<file path="src/sv/mrcs_pkg.sv">
`timescale 1ns / 1ps

package mrcs_pkg;

    localparam int FRAME_BYTES = 64;
    localparam int COIL_COUNT  = 256;
    localparam int FRAME_AW    = $clog2(FRAME_BYTES);
    localparam int COIL_AW     = $clog2(COIL_COUNT);

    localparam logic [15:0] CRC_INIT = 16'hFFFF;
    localparam logic [15:0] CRC_POLY = 16'hA001;
    localparam logic [7:0]  EXC_FLAG = 8'h80;

    localparam logic [7:0] FC_READ       = 8'h01;
    localparam logic [7:0] FC_WRITE_ONE  = 8'h05;
    localparam logic [7:0] FC_WRITE_MANY = 8'h0F;

    localparam logic [7:0] ERR_DATA  = 8'h03;
    localparam logic [7:0] ERR_OTHER = 8'h04;

    localparam logic [15:0] READ_COUNT_CAP = 16'd256;

    localparam logic [1:0] CFG_ADDR_MIN = 2'd0;
    localparam logic [1:0] CFG_ADDR_MAX = 2'd1;
    localparam logic [1:0] CFG_LEN_MAX  = 2'd2;

    typedef enum logic [3:0] {
        ST_IDLE,
        ST_CK_RD,
        ST_CK_XOR,
        ST_CK_BIT,
        ST_CHECK,
        ST_WM_RD,
        ST_WM_CAP,
        ST_WM_BIT,
        ST_RC_RD,
        ST_RC_CAP,
        ST_EMIT,
        ST_EM_BIT
    } state_t;

    typedef enum logic [1:0] {
        RK_EXC,
        RK_ECHO,
        RK_READ
    } resp_kind_t;

    function automatic logic [15:0] crc_step(input logic [15:0] crc);
        logic [15:0] shifted;
        shifted = {1'b0, crc[15:1]};
        crc_step = crc[0] ? (shifted ^ CRC_POLY) : shifted;
    endfunction

endpackage

</file>
<file path="src/sv/modbus_rtu_coil_server_unit.sv">
`timescale 1ns / 1ps

// Modbus RTU coil server for function codes 1, 5 and 15. An item is one received
// frame byte; a byte without frame_end is taken while idle and busy stays low.
// On the frame_end byte of an n-byte frame, n from 4 to 64, the block goes busy:
// one shared bit-serial CRC unit checks the n-2 bytes ahead of the CRC, each
// read, XORed in and shifted bit by bit; coils are written one per cycle, pausing
// to fetch each data byte, or read bit by bit through a read and a capture state.
// Each response byte other than the CRC is strobed on tx_valid for one cycle and
// then folded into the CRC bit by bit; the CRC bytes are strobed alone. The
// receiver cannot stall the block, so every strobed byte must be taken on that
// cycle.
module modbus_rtu_coil_server_unit (
    input  logic       clk,
    input  logic       rst_n,
    input  logic       start,
    output logic       busy,
    input  logic [7:0] rx_byte,
    input  logic       frame_end,
    output logic       tx_valid,
    output logic [7:0] tx_byte,
    output logic       tx_last,
    input  logic       cfg_valid,
    output logic       cfg_ready,
    input  logic [1:0] cfg_index,
    input  logic [8:0] cfg_data
);
    import mrcs_pkg::*;

    state_t      state_reg, state_next;
    resp_kind_t  kind_reg, kind_next;
    logic [6:0]  count_reg, count_next;
    logic [6:0]  n_reg, n_next;
    logic [7:0]  hdr_reg [6];
    logic [7:0]  prev1_reg, prev2_reg;
    logic [15:0] crc_reg, crc_next;
    logic [2:0]  bit_reg, bit_next;
    logic [5:0]  idx_reg, idx_next;
    logic [8:0]  i_reg, i_next;
    logic [5:0]  pos_reg, pos_next;
    logic [5:0]  nb_reg, nb_next;
    logic [7:0]  code_reg, code_next;
    logic [7:0]  data_reg, data_next;
    logic [7:0]  tx_byte_reg, tx_byte_next;
    logic        tx_last_reg, tx_last_next;
    logic        tx_valid_reg, tx_valid_next;
    logic [7:0]  addr_min_reg, addr_max_reg;
    logic [8:0]  len_max_reg;

    logic [7:0]  frame_mem [FRAME_BYTES];
    logic [7:0]  frame_rd_reg;
    logic [FRAME_AW-1:0] frame_raddr;
    logic        coil_mem [COIL_COUNT];
    logic [COIL_COUNT-1:0] coil_vld_reg;
    logic        coil_rd_reg;
    logic        coil_we;
    logic [COIL_AW-1:0] coil_waddr, coil_raddr;
    logic        coil_wdata;

    logic        accept;
    logic [15:0] addr, qty;
    logic [16:0] addr_sum;
    logic [16:0] read_end;
    logic [14:0] wm_need;
    logic [9:0]  rd_nb;
    logic [5:0]  last_pos;
    logic [7:0]  src_byte;
    logic        crc_byte;
    logic        crc_ok;

    assign accept    = start && (state_reg == ST_IDLE);
    assign busy      = (state_reg != ST_IDLE);
    assign cfg_ready = (state_reg == ST_IDLE);
    assign tx_valid  = tx_valid_reg;
    assign tx_byte   = tx_byte_reg;
    assign tx_last   = tx_last_reg;

    assign addr     = {hdr_reg[2], hdr_reg[3]};
    assign qty      = {hdr_reg[4], hdr_reg[5]};
    assign addr_sum = {1'b0, addr} + {8'd0, i_reg};
    assign read_end = {1'b0, addr} + {1'b0, qty};
    assign wm_need  = 15'd9 + {2'b0, qty[15:3]} + {14'd0, |qty[2:0]};
    assign rd_nb    = qty[9:0] + 10'd7;
    assign crc_ok   = (crc_reg == {prev1_reg, prev2_reg});
    assign coil_raddr = addr_sum[COIL_AW-1:0];

    always_comb
    begin
        case (kind_reg)
            RK_EXC:  last_pos = 6'd2;
            RK_ECHO: last_pos = 6'd7;
            default: last_pos = nb_reg + 6'd4;
        endcase
    end

    always_comb
    begin
        src_byte = data_reg;
        crc_byte = 1'b0;
        case (kind_reg)
            RK_EXC:
            begin
                if (pos_reg == 6'd0)
                    src_byte = hdr_reg[0];
                else if (pos_reg == 6'd1)
                    src_byte = hdr_reg[1] | EXC_FLAG;
                else
                    src_byte = code_reg;
            end
            RK_ECHO:
            begin
                if (pos_reg < 6'd6)
                    src_byte = hdr_reg[pos_reg[2:0]];
                else if (pos_reg == 6'd6)
                begin
                    src_byte = crc_reg[7:0];
                    crc_byte = 1'b1;
                end
                else
                begin
                    src_byte = crc_reg[15:8];
                    crc_byte = 1'b1;
                end
            end
            default:
            begin
                if (pos_reg == 6'd0)
                    src_byte = hdr_reg[0];
                else if (pos_reg == 6'd1)
                    src_byte = FC_READ;
                else if (pos_reg == 6'd2)
                    src_byte = {2'b0, nb_reg};
                else if (pos_reg == last_pos - 6'd1)
                begin
                    src_byte = crc_reg[7:0];
                    crc_byte = 1'b1;
                end
                else if (pos_reg == last_pos)
                begin
                    src_byte = crc_reg[15:8];
                    crc_byte = 1'b1;
                end
                else
                    src_byte = data_reg;
            end
        endcase
    end

    always_comb
    begin
        state_next = state_reg;
        case (state_reg)
            ST_IDLE:
            begin
                if (accept && frame_end)
                begin
                    if (count_reg < 7'd3 || count_reg >= 7'(FRAME_BYTES))
                        state_next = ST_IDLE;
                    else
                        state_next = ST_CK_RD;
                end
            end
            ST_CK_RD:  state_next = ST_CK_XOR;
            ST_CK_XOR: state_next = ST_CK_BIT;
            ST_CK_BIT:
            begin
                if (bit_reg == 3'd7)
                    state_next = ({1'b0, idx_reg} == n_reg - 7'd3) ? ST_CHECK : ST_CK_RD;
            end
            ST_CHECK:
            begin
                state_next = ST_IDLE;
                if (crc_ok)
                begin
                    case (hdr_reg[1])
                        FC_READ:
                        begin
                            if (n_reg != 7'd8)
                                state_next = ST_EMIT;
                            else if (addr < {8'd0, addr_min_reg} || addr > {8'd0, addr_max_reg})
                                state_next = ST_IDLE;
                            else if (qty > {7'd0, len_max_reg} || qty > READ_COUNT_CAP)
                                state_next = ST_EMIT;
                            else if (read_end > 17'(COIL_COUNT))
                                state_next = ST_IDLE;
                            else
                                state_next = ST_EMIT;
                        end
                        FC_WRITE_ONE:
                        begin
                            if (n_reg != 7'd8)
                                state_next = ST_EMIT;
                            else if (addr >= 16'(COIL_COUNT))
                                state_next = ST_IDLE;
                            else
                                state_next = ST_EMIT;
                        end
                        FC_WRITE_MANY:
                        begin
                            if (n_reg < 7'd9 || {8'd0, n_reg} < wm_need)
                                state_next = ST_IDLE;
                            else
                                state_next = ST_WM_RD;
                        end
                        default: state_next = ST_IDLE;
                    endcase
                end
            end
            ST_WM_RD:  state_next = ST_WM_CAP;
            ST_WM_CAP: state_next = ST_WM_BIT;
            ST_WM_BIT:
            begin
                if ({7'd0, i_reg} == qty)
                    state_next = ST_EMIT;
                else if (addr_sum >= 17'(COIL_COUNT))
                    state_next = ST_IDLE;
                else if (i_reg[2:0] == 3'd7)
                    state_next = ST_WM_RD;
            end
            ST_RC_RD:  state_next = ST_RC_CAP;
            ST_RC_CAP: state_next = (i_reg[2:0] == 3'd7) ? ST_EMIT : ST_RC_RD;
            ST_EMIT:
            begin
                if (!crc_byte)
                    state_next = ST_EM_BIT;
                else if (pos_reg == last_pos)
                    state_next = ST_IDLE;
                else if (kind_reg == RK_READ && pos_reg + 6'd1 >= 6'd3
                         && pos_reg + 6'd1 < nb_reg + 6'd3)
                    state_next = ST_RC_RD;
                else
                    state_next = ST_EMIT;
            end
            ST_EM_BIT:
            begin
                if (bit_reg == 3'd7)
                begin
                    if (pos_reg == last_pos)
                        state_next = ST_IDLE;
                    else if (kind_reg == RK_READ && pos_reg + 6'd1 >= 6'd3
                             && pos_reg + 6'd1 < nb_reg + 6'd3)
                        state_next = ST_RC_RD;
                    else
                        state_next = ST_EMIT;
                end
            end
            default: state_next = ST_IDLE;
        endcase
    end

    always_comb
    begin
        count_next    = count_reg;
        n_next        = n_reg;
        kind_next     = kind_reg;
        crc_next      = crc_reg;
        bit_next      = bit_reg;
        idx_next      = idx_reg;
        i_next        = i_reg;
        pos_next      = pos_reg;
        nb_next       = nb_reg;
        code_next     = code_reg;
        data_next     = data_reg;
        tx_byte_next  = tx_byte_reg;
        tx_last_next  = tx_last_reg;
        tx_valid_next = 1'b0;
        coil_we       = 1'b0;
        coil_waddr    = hdr_reg[3];
        coil_wdata    = 1'b0;
        frame_raddr   = idx_reg;
        case (state_reg)
            ST_IDLE:
            begin
                if (accept)
                begin
                    if (frame_end)
                    begin
                        count_next = 7'd0;
                        n_next     = (count_reg < 7'(FRAME_BYTES)) ? count_reg + 7'd1
                                                                    : 7'(FRAME_BYTES + 1);
                        crc_next   = CRC_INIT;
                        idx_next   = 6'd0;
                    end
                    else
                        count_next = (count_reg < 7'(FRAME_BYTES)) ? count_reg + 7'd1
                                                                    : 7'(FRAME_BYTES + 1);
                end
            end
            ST_CK_XOR:
            begin
                crc_next = crc_reg ^ {8'd0, frame_rd_reg};
                bit_next = 3'd0;
            end
            ST_CK_BIT:
            begin
                crc_next = crc_step(crc_reg);
                bit_next = bit_reg + 3'd1;
                if (bit_reg == 3'd7)
                    idx_next = idx_reg + 6'd1;
            end
            ST_CHECK:
            begin
                crc_next  = CRC_INIT;
                pos_next  = 6'd0;
                i_next    = 9'd0;
                kind_next = RK_ECHO;
                if (hdr_reg[1] == FC_READ)
                begin
                    if (n_reg != 7'd8)
                    begin
                        kind_next = RK_EXC;
                        code_next = ERR_OTHER;
                    end
                    else if (qty > {7'd0, len_max_reg} || qty > READ_COUNT_CAP)
                    begin
                        kind_next = RK_EXC;
                        code_next = ERR_DATA;
                    end
                    else
                    begin
                        kind_next = RK_READ;
                        nb_next   = rd_nb[8:3];
                    end
                end
                else if (hdr_reg[1] == FC_WRITE_ONE)
                begin
                    if (n_reg != 7'd8)
                    begin
                        kind_next = RK_EXC;
                        code_next = ERR_OTHER;
                    end
                    else if (crc_ok && addr < 16'(COIL_COUNT))
                    begin
                        coil_we    = 1'b1;
                        coil_wdata = (qty != 16'd0);
                    end
                end
            end
            ST_WM_RD:
                frame_raddr = FRAME_AW'(7) + i_reg[8:3];
            ST_WM_CAP:
                data_next = frame_rd_reg;
            ST_WM_BIT:
            begin
                if ({7'd0, i_reg} != qty && addr_sum < 17'(COIL_COUNT))
                begin
                    coil_we    = 1'b1;
                    coil_waddr = addr_sum[COIL_AW-1:0];
                    coil_wdata = data_reg[i_reg[2:0]];
                    i_next     = i_reg + 9'd1;
                end
            end
            ST_RC_CAP:
            begin
                data_next[i_reg[2:0]] = ({7'd0, i_reg} < qty) && coil_rd_reg;
                i_next = i_reg + 9'd1;
            end
            ST_EMIT:
            begin
                tx_valid_next = 1'b1;
                tx_byte_next  = src_byte;
                tx_last_next  = (pos_reg == last_pos);
                if (!crc_byte)
                begin
                    crc_next = crc_reg ^ {8'd0, src_byte};
                    bit_next = 3'd0;
                end
                else
                begin
                    pos_next  = pos_reg + 6'd1;
                    data_next = 8'd0;
                end
            end
            ST_EM_BIT:
            begin
                crc_next = crc_step(crc_reg);
                bit_next = bit_reg + 3'd1;
                if (bit_reg == 3'd7)
                begin
                    pos_next  = pos_reg + 6'd1;
                    data_next = 8'd0;
                end
            end
            default:
            begin
                crc_next = crc_reg;
            end
        endcase
    end

    always_ff @(posedge clk or negedge rst_n)
    begin
        if (!rst_n)
        begin
            state_reg    <= ST_IDLE;
            kind_reg     <= RK_EXC;
            count_reg    <= 7'd0;
            n_reg        <= 7'd0;
            crc_reg      <= CRC_INIT;
            bit_reg      <= 3'd0;
            idx_reg      <= 6'd0;
            i_reg        <= 9'd0;
            pos_reg      <= 6'd0;
            nb_reg       <= 6'd0;
            tx_valid_reg <= 1'b0;
            addr_min_reg <= 8'd0;
            addr_max_reg <= 8'd255;
            len_max_reg  <= 9'd256;
            coil_vld_reg <= '0;
        end
        else
        begin
            state_reg    <= state_next;
            kind_reg     <= kind_next;
            count_reg    <= count_next;
            n_reg        <= n_next;
            crc_reg      <= crc_next;
            bit_reg      <= bit_next;
            idx_reg      <= idx_next;
            i_reg        <= i_next;
            pos_reg      <= pos_next;
            nb_reg       <= nb_next;
            tx_valid_reg <= tx_valid_next;
            if (coil_we)
                coil_vld_reg[coil_waddr] <= 1'b1;
            if (cfg_valid && cfg_ready)
            begin
                case (cfg_index)
                    CFG_ADDR_MIN: addr_min_reg <= cfg_data[7:0];
                    CFG_ADDR_MAX: addr_max_reg <= cfg_data[7:0];
                    CFG_LEN_MAX:  len_max_reg  <= cfg_data;
                    default:      len_max_reg  <= len_max_reg;
                endcase
            end
        end
    end

    always_ff @(posedge clk)
    begin
        code_reg    <= code_next;
        data_reg    <= data_next;
        tx_byte_reg <= tx_byte_next;
        tx_last_reg <= tx_last_next;
        if (accept)
        begin
            prev2_reg <= prev1_reg;
            prev1_reg <= rx_byte;
            if (count_reg < 7'd6)
                hdr_reg[count_reg[2:0]] <= rx_byte;
        end
    end

    always_ff @(posedge clk)
    begin
        if (accept && count_reg < 7'(FRAME_BYTES))
            frame_mem[count_reg[FRAME_AW-1:0]] <= rx_byte;
        frame_rd_reg <= frame_mem[frame_raddr];
    end

    always_ff @(posedge clk)
    begin
        if (coil_we)
            coil_mem[coil_waddr] <= coil_wdata;
        coil_rd_reg <= coil_mem[coil_raddr] & coil_vld_reg[coil_raddr];
    end

endmodule

</file>
<file path="config.mk">
export PLATFORM = sky130hd
export DESIGN_NAME = modbus_rtu_coil_server_unit
export DESIGN_NICKNAME = d
export VERILOG_FILES = /design/src/sv/mrcs_pkg.sv /design/src/sv/modbus_rtu_coil_server_unit.sv
export SDC_FILE = /design/constraint.sdc
export NUM_CORES = 2
export LEC_CHECK = 0
export BUFFER_PORTS_ARGS = -buffer_cell sky130_fd_sc_hd__buf_4
export CAP_MARGIN = 15
export CORE_UTILIZATION = 55
export DETAILED_ROUTE_END_ITERATION = 8
export GPL_TIMING_DRIVEN = 0
export PLACE_DENSITY = 0.67
export RECOVER_POWER = 100
export SETUP_SLACK_MARGIN = 0.5
export SLEW_MARGIN = 5
export SYNTH_ARGS = -nofsm -noshare
export SYNTH_HDL_FRONTEND = slang
export SYNTH_SLANG_ARGS = --single-unit
export TNS_END_PERCENT = 10
</file>
<file path="constraint.sdc">
create_clock -name clk -period 42.3 [get_ports clk]
set_input_delay 8.46 -clock clk [delete_from_list [all_inputs] [get_ports clk]]
set_output_delay 8.46 -clock clk [all_outputs]
set_load 0.1 [all_outputs]
</file>
[After elaboration in Yosys (flattened, before gate mapping)]
Memory sizes are Yosys's and may differ from the RTL's. A register that Yosys moved wholly into a read port is not among the register bits.
Cells that the tools add are included.
Operators by class
  $add $sub $neg: 15
  $lt $le $gt $ge: 24
  eq/ne operators: 39
  multiplexer cells: 103
  bitwise logic cells: 7
  reductions and logical operators: 46
Operators with widths (number)
  OR 256 bit: 1
  2-to-1 mux 8 bit: 18
  case mux 16 bit (5 select lines): 1
  2-to-1 mux 16 bit: 4
  2-to-1 mux 4 bit: 15
  case mux 4 bit (12 select lines): 1
  2-to-1 mux 6 bit: 6
  case mux 8 bit (4 select lines): 1
  bitwise XOR 16 x 8 -> 16 bit: 2
  2-to-1 mux 1 bit: 31
  case mux 9 bit (3 select lines): 1
  case mux 6 bit (2 select lines): 2
  AND reduction 4 bit: 5
  < comparator 8 x 9 -> 1 bit, second input constant: 2
  case mux 6 bit (3 select lines): 1
  adder 16 x 16 -> 17 bit: 1
  adder 16 x 9 -> 17 bit: 1
  greater-or-equal comparator 17 x 9 -> 1 bit, second input constant: 1
  greater-than comparator 17 x 9 -> 1 bit, second input constant: 1
  < comparator 17 x 9 -> 1 bit, second input constant: 1
  == test 16 bit: 1
  == test 4 x 3 -> 1 bit, second input constant: 4
  == test 4 bit, second input constant: 4
  == test 9 x 16 -> 1 bit: 1
  79 further kinds: 128
Storage, ports and cells
  register bits: 390
  memory bits (writable): 816
  bits of input ports: 24
  output and inout port bits: 12
  memories: 3
Memory list
  frame_mem: depth 64, width 8, rd ports 1, clocked after memory_dff 1, write ports 1, RTL line modbus_rtu_coil_server_unit.sv:50  | logic [7:0] frame_mem [FRAME_BYTES];
  coil_mem: depth 256, width 1, rd ports 1, clocked after memory_dff 0, write ports 1, RTL line modbus_rtu_coil_server_unit.sv:53  | logic coil_mem [COIL_COUNT];
  hdr_reg: depth 6, width 8, rd ports 7, clocked after memory_dff 0, write ports 1, RTL line modbus_rtu_coil_server_unit.sv:34  | logic [7:0] hdr_reg [6];

[Depth between registers and ports, before layout]
  depth in word-level cells: 12
  gate-level depth with buffers: 17
  depth with buffers taken out: 14

[Least setup slack after synthesis]
No wires, ideal clock.
  path kind: flip-flop to flip-flop
  start: register i_reg[0]
  end: memory coil_mem[0] (data pin)
  library setup time: 2.187 ns
  arrival time: 12.538 ns
  required time: 40.113 ns
  slack: 27.574 ns
  stages on the path, launching flop included: 11
  path buffers: 0
  clock period less this slack: 14.726 ns
  path through: dfrtp_1 -> ha_1 -> fa_1 -> a211oi_1 -> o21ai_1 -> a21oi_1 -> mux2i_1 -> a2111oi_4 -> o211ai_2 -> or2_1 -> o21ai_0
Between the ends
  longest elaborated chain between the ends: 5
  elaborated cells between the ends (all ways): 8
  those cells by class: 1 x add/sub; 1 x order compare; 1 x eq/ne; 4 x mux; 1 x reduce/logical
RTL lines
  start, declared: RTL line modbus_rtu_coil_server_unit.sv:39  | logic [8:0] i_reg, i_next;
  start signal, assigned: RTL line modbus_rtu_coil_server_unit.sv:420  | i_reg <= i_next;
  adder 16 x 9 -> 17 bit: RTL line modbus_rtu_coil_server_unit.sv:80  | assign addr_sum = {1'b0, addr} + {8'd0, i_reg};
  < comparator 17 x 9 -> 1 bit: RTL line modbus_rtu_coil_server_unit.sv:345  | if ({7'd0, i_reg} != qty && addr_sum < 17'(COIL_COUNT))
  logical AND 1 bit: RTL line modbus_rtu_coil_server_unit.sv:345
  2-to-1 mux 1 bit (*): RTL line modbus_rtu_coil_server_unit.sv:345
  case mux 1 bit (2 select lines) (*): RTL line modbus_rtu_coil_server_unit.sv:271  | case (state_reg)
  net coil_wdata: RTL line modbus_rtu_coil_server_unit.sv:58  | logic coil_wdata;
  end, declared: RTL line modbus_rtu_coil_server_unit.sv:53
The timed path passes the listed nets; every way through them passes the cells marked *. The select of a mux whose other input is x is not followed.

==> reports/qor_table.md <==
| Metric | Reported |
|---|---|
| Sink Count | 1216 |
| Area overhead of the layout relative to synthesis | 10.93% |
| Final net count | 4874 |
| Drt first-iter violations | 5372 |
| Number of buffers and inverters on the critical path | 3 |
| CTS tree | done |
| Leak Pwr | 20.69 nW |
| Number of global-route vias before repair | 37505 |
| Max-slew violation count | 1082 |
| Maximum number of pins on one net before global-route repair | 104 |
| Clock root cell | sky130_fd_sc_hd__clkbuf_16 |
| Antenna cells | 0 |
| Antenna violations before repair | 5 |
| Cts bufs inserted | 120 |
| Routed wire length | 168500 um |
| Clock-pin slew reported for the worst setup and hold paths after clock tree synthesis | 0.06 ns |
| Most common cell in the synthesized netlist | sky130_fd_sc_hd__edfxtp_1 |
| Post-synth cell types | 88 |
| Outcome | complete, but fails checks |
| Post-cts gate resize count | 0 |
| Top cell types by occurrence after synthesis | sky130_fd_sc_hd__edfxtp_1, sky130_fd_sc_hd__nor2_1, sky130_fd_sc_hd__nand2_1 |
| Total power density per cell area | 39.73 nW/um^2 |
| First-pass GRT wire length | 244500 um |
| Buffers on Ports | 35 |
| Slowest Stage Delay on Critical Path | 4.12 ns |
| Flop and latch count out of synthesis | 1216 |
| Post-synthesis async set-or-reset flop share | 28.62% |
| Number of buffers on the longest clock path | 3 |
| # DRC | 0 |
| Instance count of the mapped netlist | 4577 |
| Starting utilization of the core area | 55.47% |
| Layout cells sized above 1 | 7.297% |
| Placeable core area | 98280 sq um |
| Overall Power | 0.002403 W |
| Startpoint type of the worst setup path | input pin |
| H-tree Lvls | 3 |
| Total track usage | 33.40% |
| Number of flip-flops under the largest register name | 512 |
| Critical path required time | 41.92 ns |
| Fin. Hold Viols | 0 |
| Final sum of negative setup slack | 0 ns |
| Kind of critical path | in2async |
| Mean routed wirelength per cell | 27.39 um |
| Via density per instance | 6.460 |
| Ports placed on the boundary | 36 |
| Placer's final routability congestion estimate | 0.9540 |
| Unrepaired setup endpoints after global routing | false |
| Critical Path End Type | asynchronous set/reset pin |
| Pin slew with the least headroom to its limit | 5.749 ns |
| DIE AREA | 100400 sq um |
| Cell type with the highest aggregate area in the netlist | sky130_fd_sc_hd__edfxtp_1 |
| HPWL after detailed placement | 110700 um |
| Chip Width | 316.8 um |
| Remaining number of nets flagged by the antenna check after routing | 0 |
| Number of placed instances, taps included | 5918 |
| Hold Buf Count CTS | 0 |
| Failing checks | max-capacitance violations, max-slew violations |
| Headroom to the max-slew limit | -283.2% |
| Period utilisation layout | 45.71% |
| Number of flops mapped to enable cells by yosys | 859 |
| Total iterations of the first detailed-routing run | 6 |
| Largest delay share family, worst path | buffers and inverters |
| Main area contributors after synthesis | sky130_fd_sc_hd__edfxtp_1, sky130_fd_sc_hd__dfrtp_1, sky130_fd_sc_hd__o21bai_1, sky130_fd_sc_hd__nor2_1, sky130_fd_sc_hd__nand2_1 |
| Synthesized area | 54510 sq um |
| Sequential-to-total area share from yosys stat | 63.68% |
| # Post-CTS Setup Buffers | 0 |
| IR Drop Worst-Case VDD | 0.03766 mV |
| Synthesis warning total | 0 |
| Clock latency at the later pin of the worst-skew pair | 0.75 ns |
| Top achievable clock speed | 51.72 MHz |
| Mean post-synth cell area | 11.91 sq um |
| Max cap viols | 17 |
| Slowest cell on the critical path | sky130_fd_sc_hd__clkbuf_1 |
| Time the worst path needs with I/O delays and setup | 19.34 ns |
| Post-Place Cell Area | 56730 sq um |
| Fin Clk Skew | 0.03552 ns |
| Final global-route overflow total | 0 |
| Cell Count, Final, Fillers Out | 6152 |
| Top flip-flop cell by instance count after synthesis | sky130_fd_sc_hd__edfxtp_1 |
| Final standard cell utilization of the core | 61.53% |
| Worst min-delay path category | reg2reg |
| Critical path data arrival time | 18.96 ns |
| Setup Viol. Count Final | 0 |
| Die span in y | 316.8 um |
| Area of all placed cells without fillers | 60470 sq um |
| CP max FO | 103 |
| Via count | 39744 |
| List of cells traversed by the critical path | clkbuf_1 -> clkbuf_1 -> clkbuf_1 |
| Std cell rows | 115 |
| Yosys top cell area share | 47.32% |
| CP most frequent cell | sky130_fd_sc_hd__clkbuf_1 |
## path summary, 6_finish.rpt
check | to | startpoint | cells after the start | slack, ns
max in group clk | cfg_ready | state_reg[1]$_DFFE_PN0P_ | 5 | 30.47
max | coil_vld_reg[78]$_DFFE_PN0P_ | rst_n | 3 | 22.96
min reg2reg | coil_vld_reg[46]$_DFFE_PN0P_ | coil_vld_reg[46]$_DFFE_PN0P_ | 1 | 0.47
min | coil_vld_reg[46]$_DFFE_PN0P_ | coil_vld_reg[46]$_DFFE_PN0P_ | 1 | 0.47
min in group asynchronous | pos_reg[5]$_DFFE_PN0P_ | rst_n | 1 | 8.84
max reg2reg | coil_mem[108]$_DFFE_PP_ | i_reg[0]$_DFFE_PN0P_ | 12 | 34.14
## worst reg2reg max path: cells and delay by family, from the launching register on
family,cells,cell delay [ns]
adder cells (fa/ha/maj),2,0.82
AO/OA/AOI/OAI,6,3.53
buffers and inverters,2,2.32
multiplexers,1,0.11
flip-flops,1,0.53
AND/OR/NAND/NOR,1,0.42
## area by class of cell
class	instances	area, sq um
clock inverters	70	783.3
inverters	75	281.5
multi-input cells	2955	18170
repair buffers	53	275.3
plain buffers	338	1334
clock buffers	158	3308
well taps	1287	1610
flip-flops and latches	1216	34710
fillers	7802	37800
## report_power, final
group          switching, W  internal [W]
logic             0.0000193   0.000000924
clock network      0.000478      0.000628
registers       0.000000129       0.00128
total              0.000498       0.00190
## through the flow
step                hold WS (ns)  worst slack (ns)
floorplan                 0.4428             27.57
global placement          0.4573             16.99
detailed placement        0.4615             30.86
CTS                       0.4761             31.00
global route              0.4835             20.87
finish                    0.4739             22.96
## cell families after synthesis
logic type	Yosys count	share of synthesized area [%]
fa+ha+maj	91	2.116
other cells	1	0.006879
simple gates	1465	11.91
flops	1216	63.68
xor+xnor	83	1.334
mux	83	2.001
compound gates	1225	15.94
buf+inv	413	3.014
## placed cells by master, fill, tap and decap left out, types with 112 or more instances in the layout
master and count:
sky130_fd_sc_hd__o21ai_0 129, sky130_fd_sc_hd__o21bai_1 259, sky130_fd_sc_hd__and2_1 136, sky130_fd_sc_hd__nand2_1 501, sky130_fd_sc_hd__nand3_1 119, sky130_fd_sc_hd__edfxtp_1 859, sky130_fd_sc_hd__nor2_1 511, sky130_fd_sc_hd__a211oi_1 203
sky130_fd_sc_hd__dfrtp_1 323, sky130_fd_sc_hd__clkbuf_1 334, sky130_fd_sc_hd__a311oi_1 112, sky130_fd_sc_hd__clkbuf_16 122, sky130_fd_sc_hd__a21oi_1 155
## layer usage
layer,wire length [um],GRT usage (%),vias up
li1,-,-,17406
met1,69650,48.64,19690
met2,74300,49.91,2281
met3,18830,7.082,365
met4,5698,11.39,2
met5,13,0,-
No activity file was read; power rests on OpenSTA's default activity.
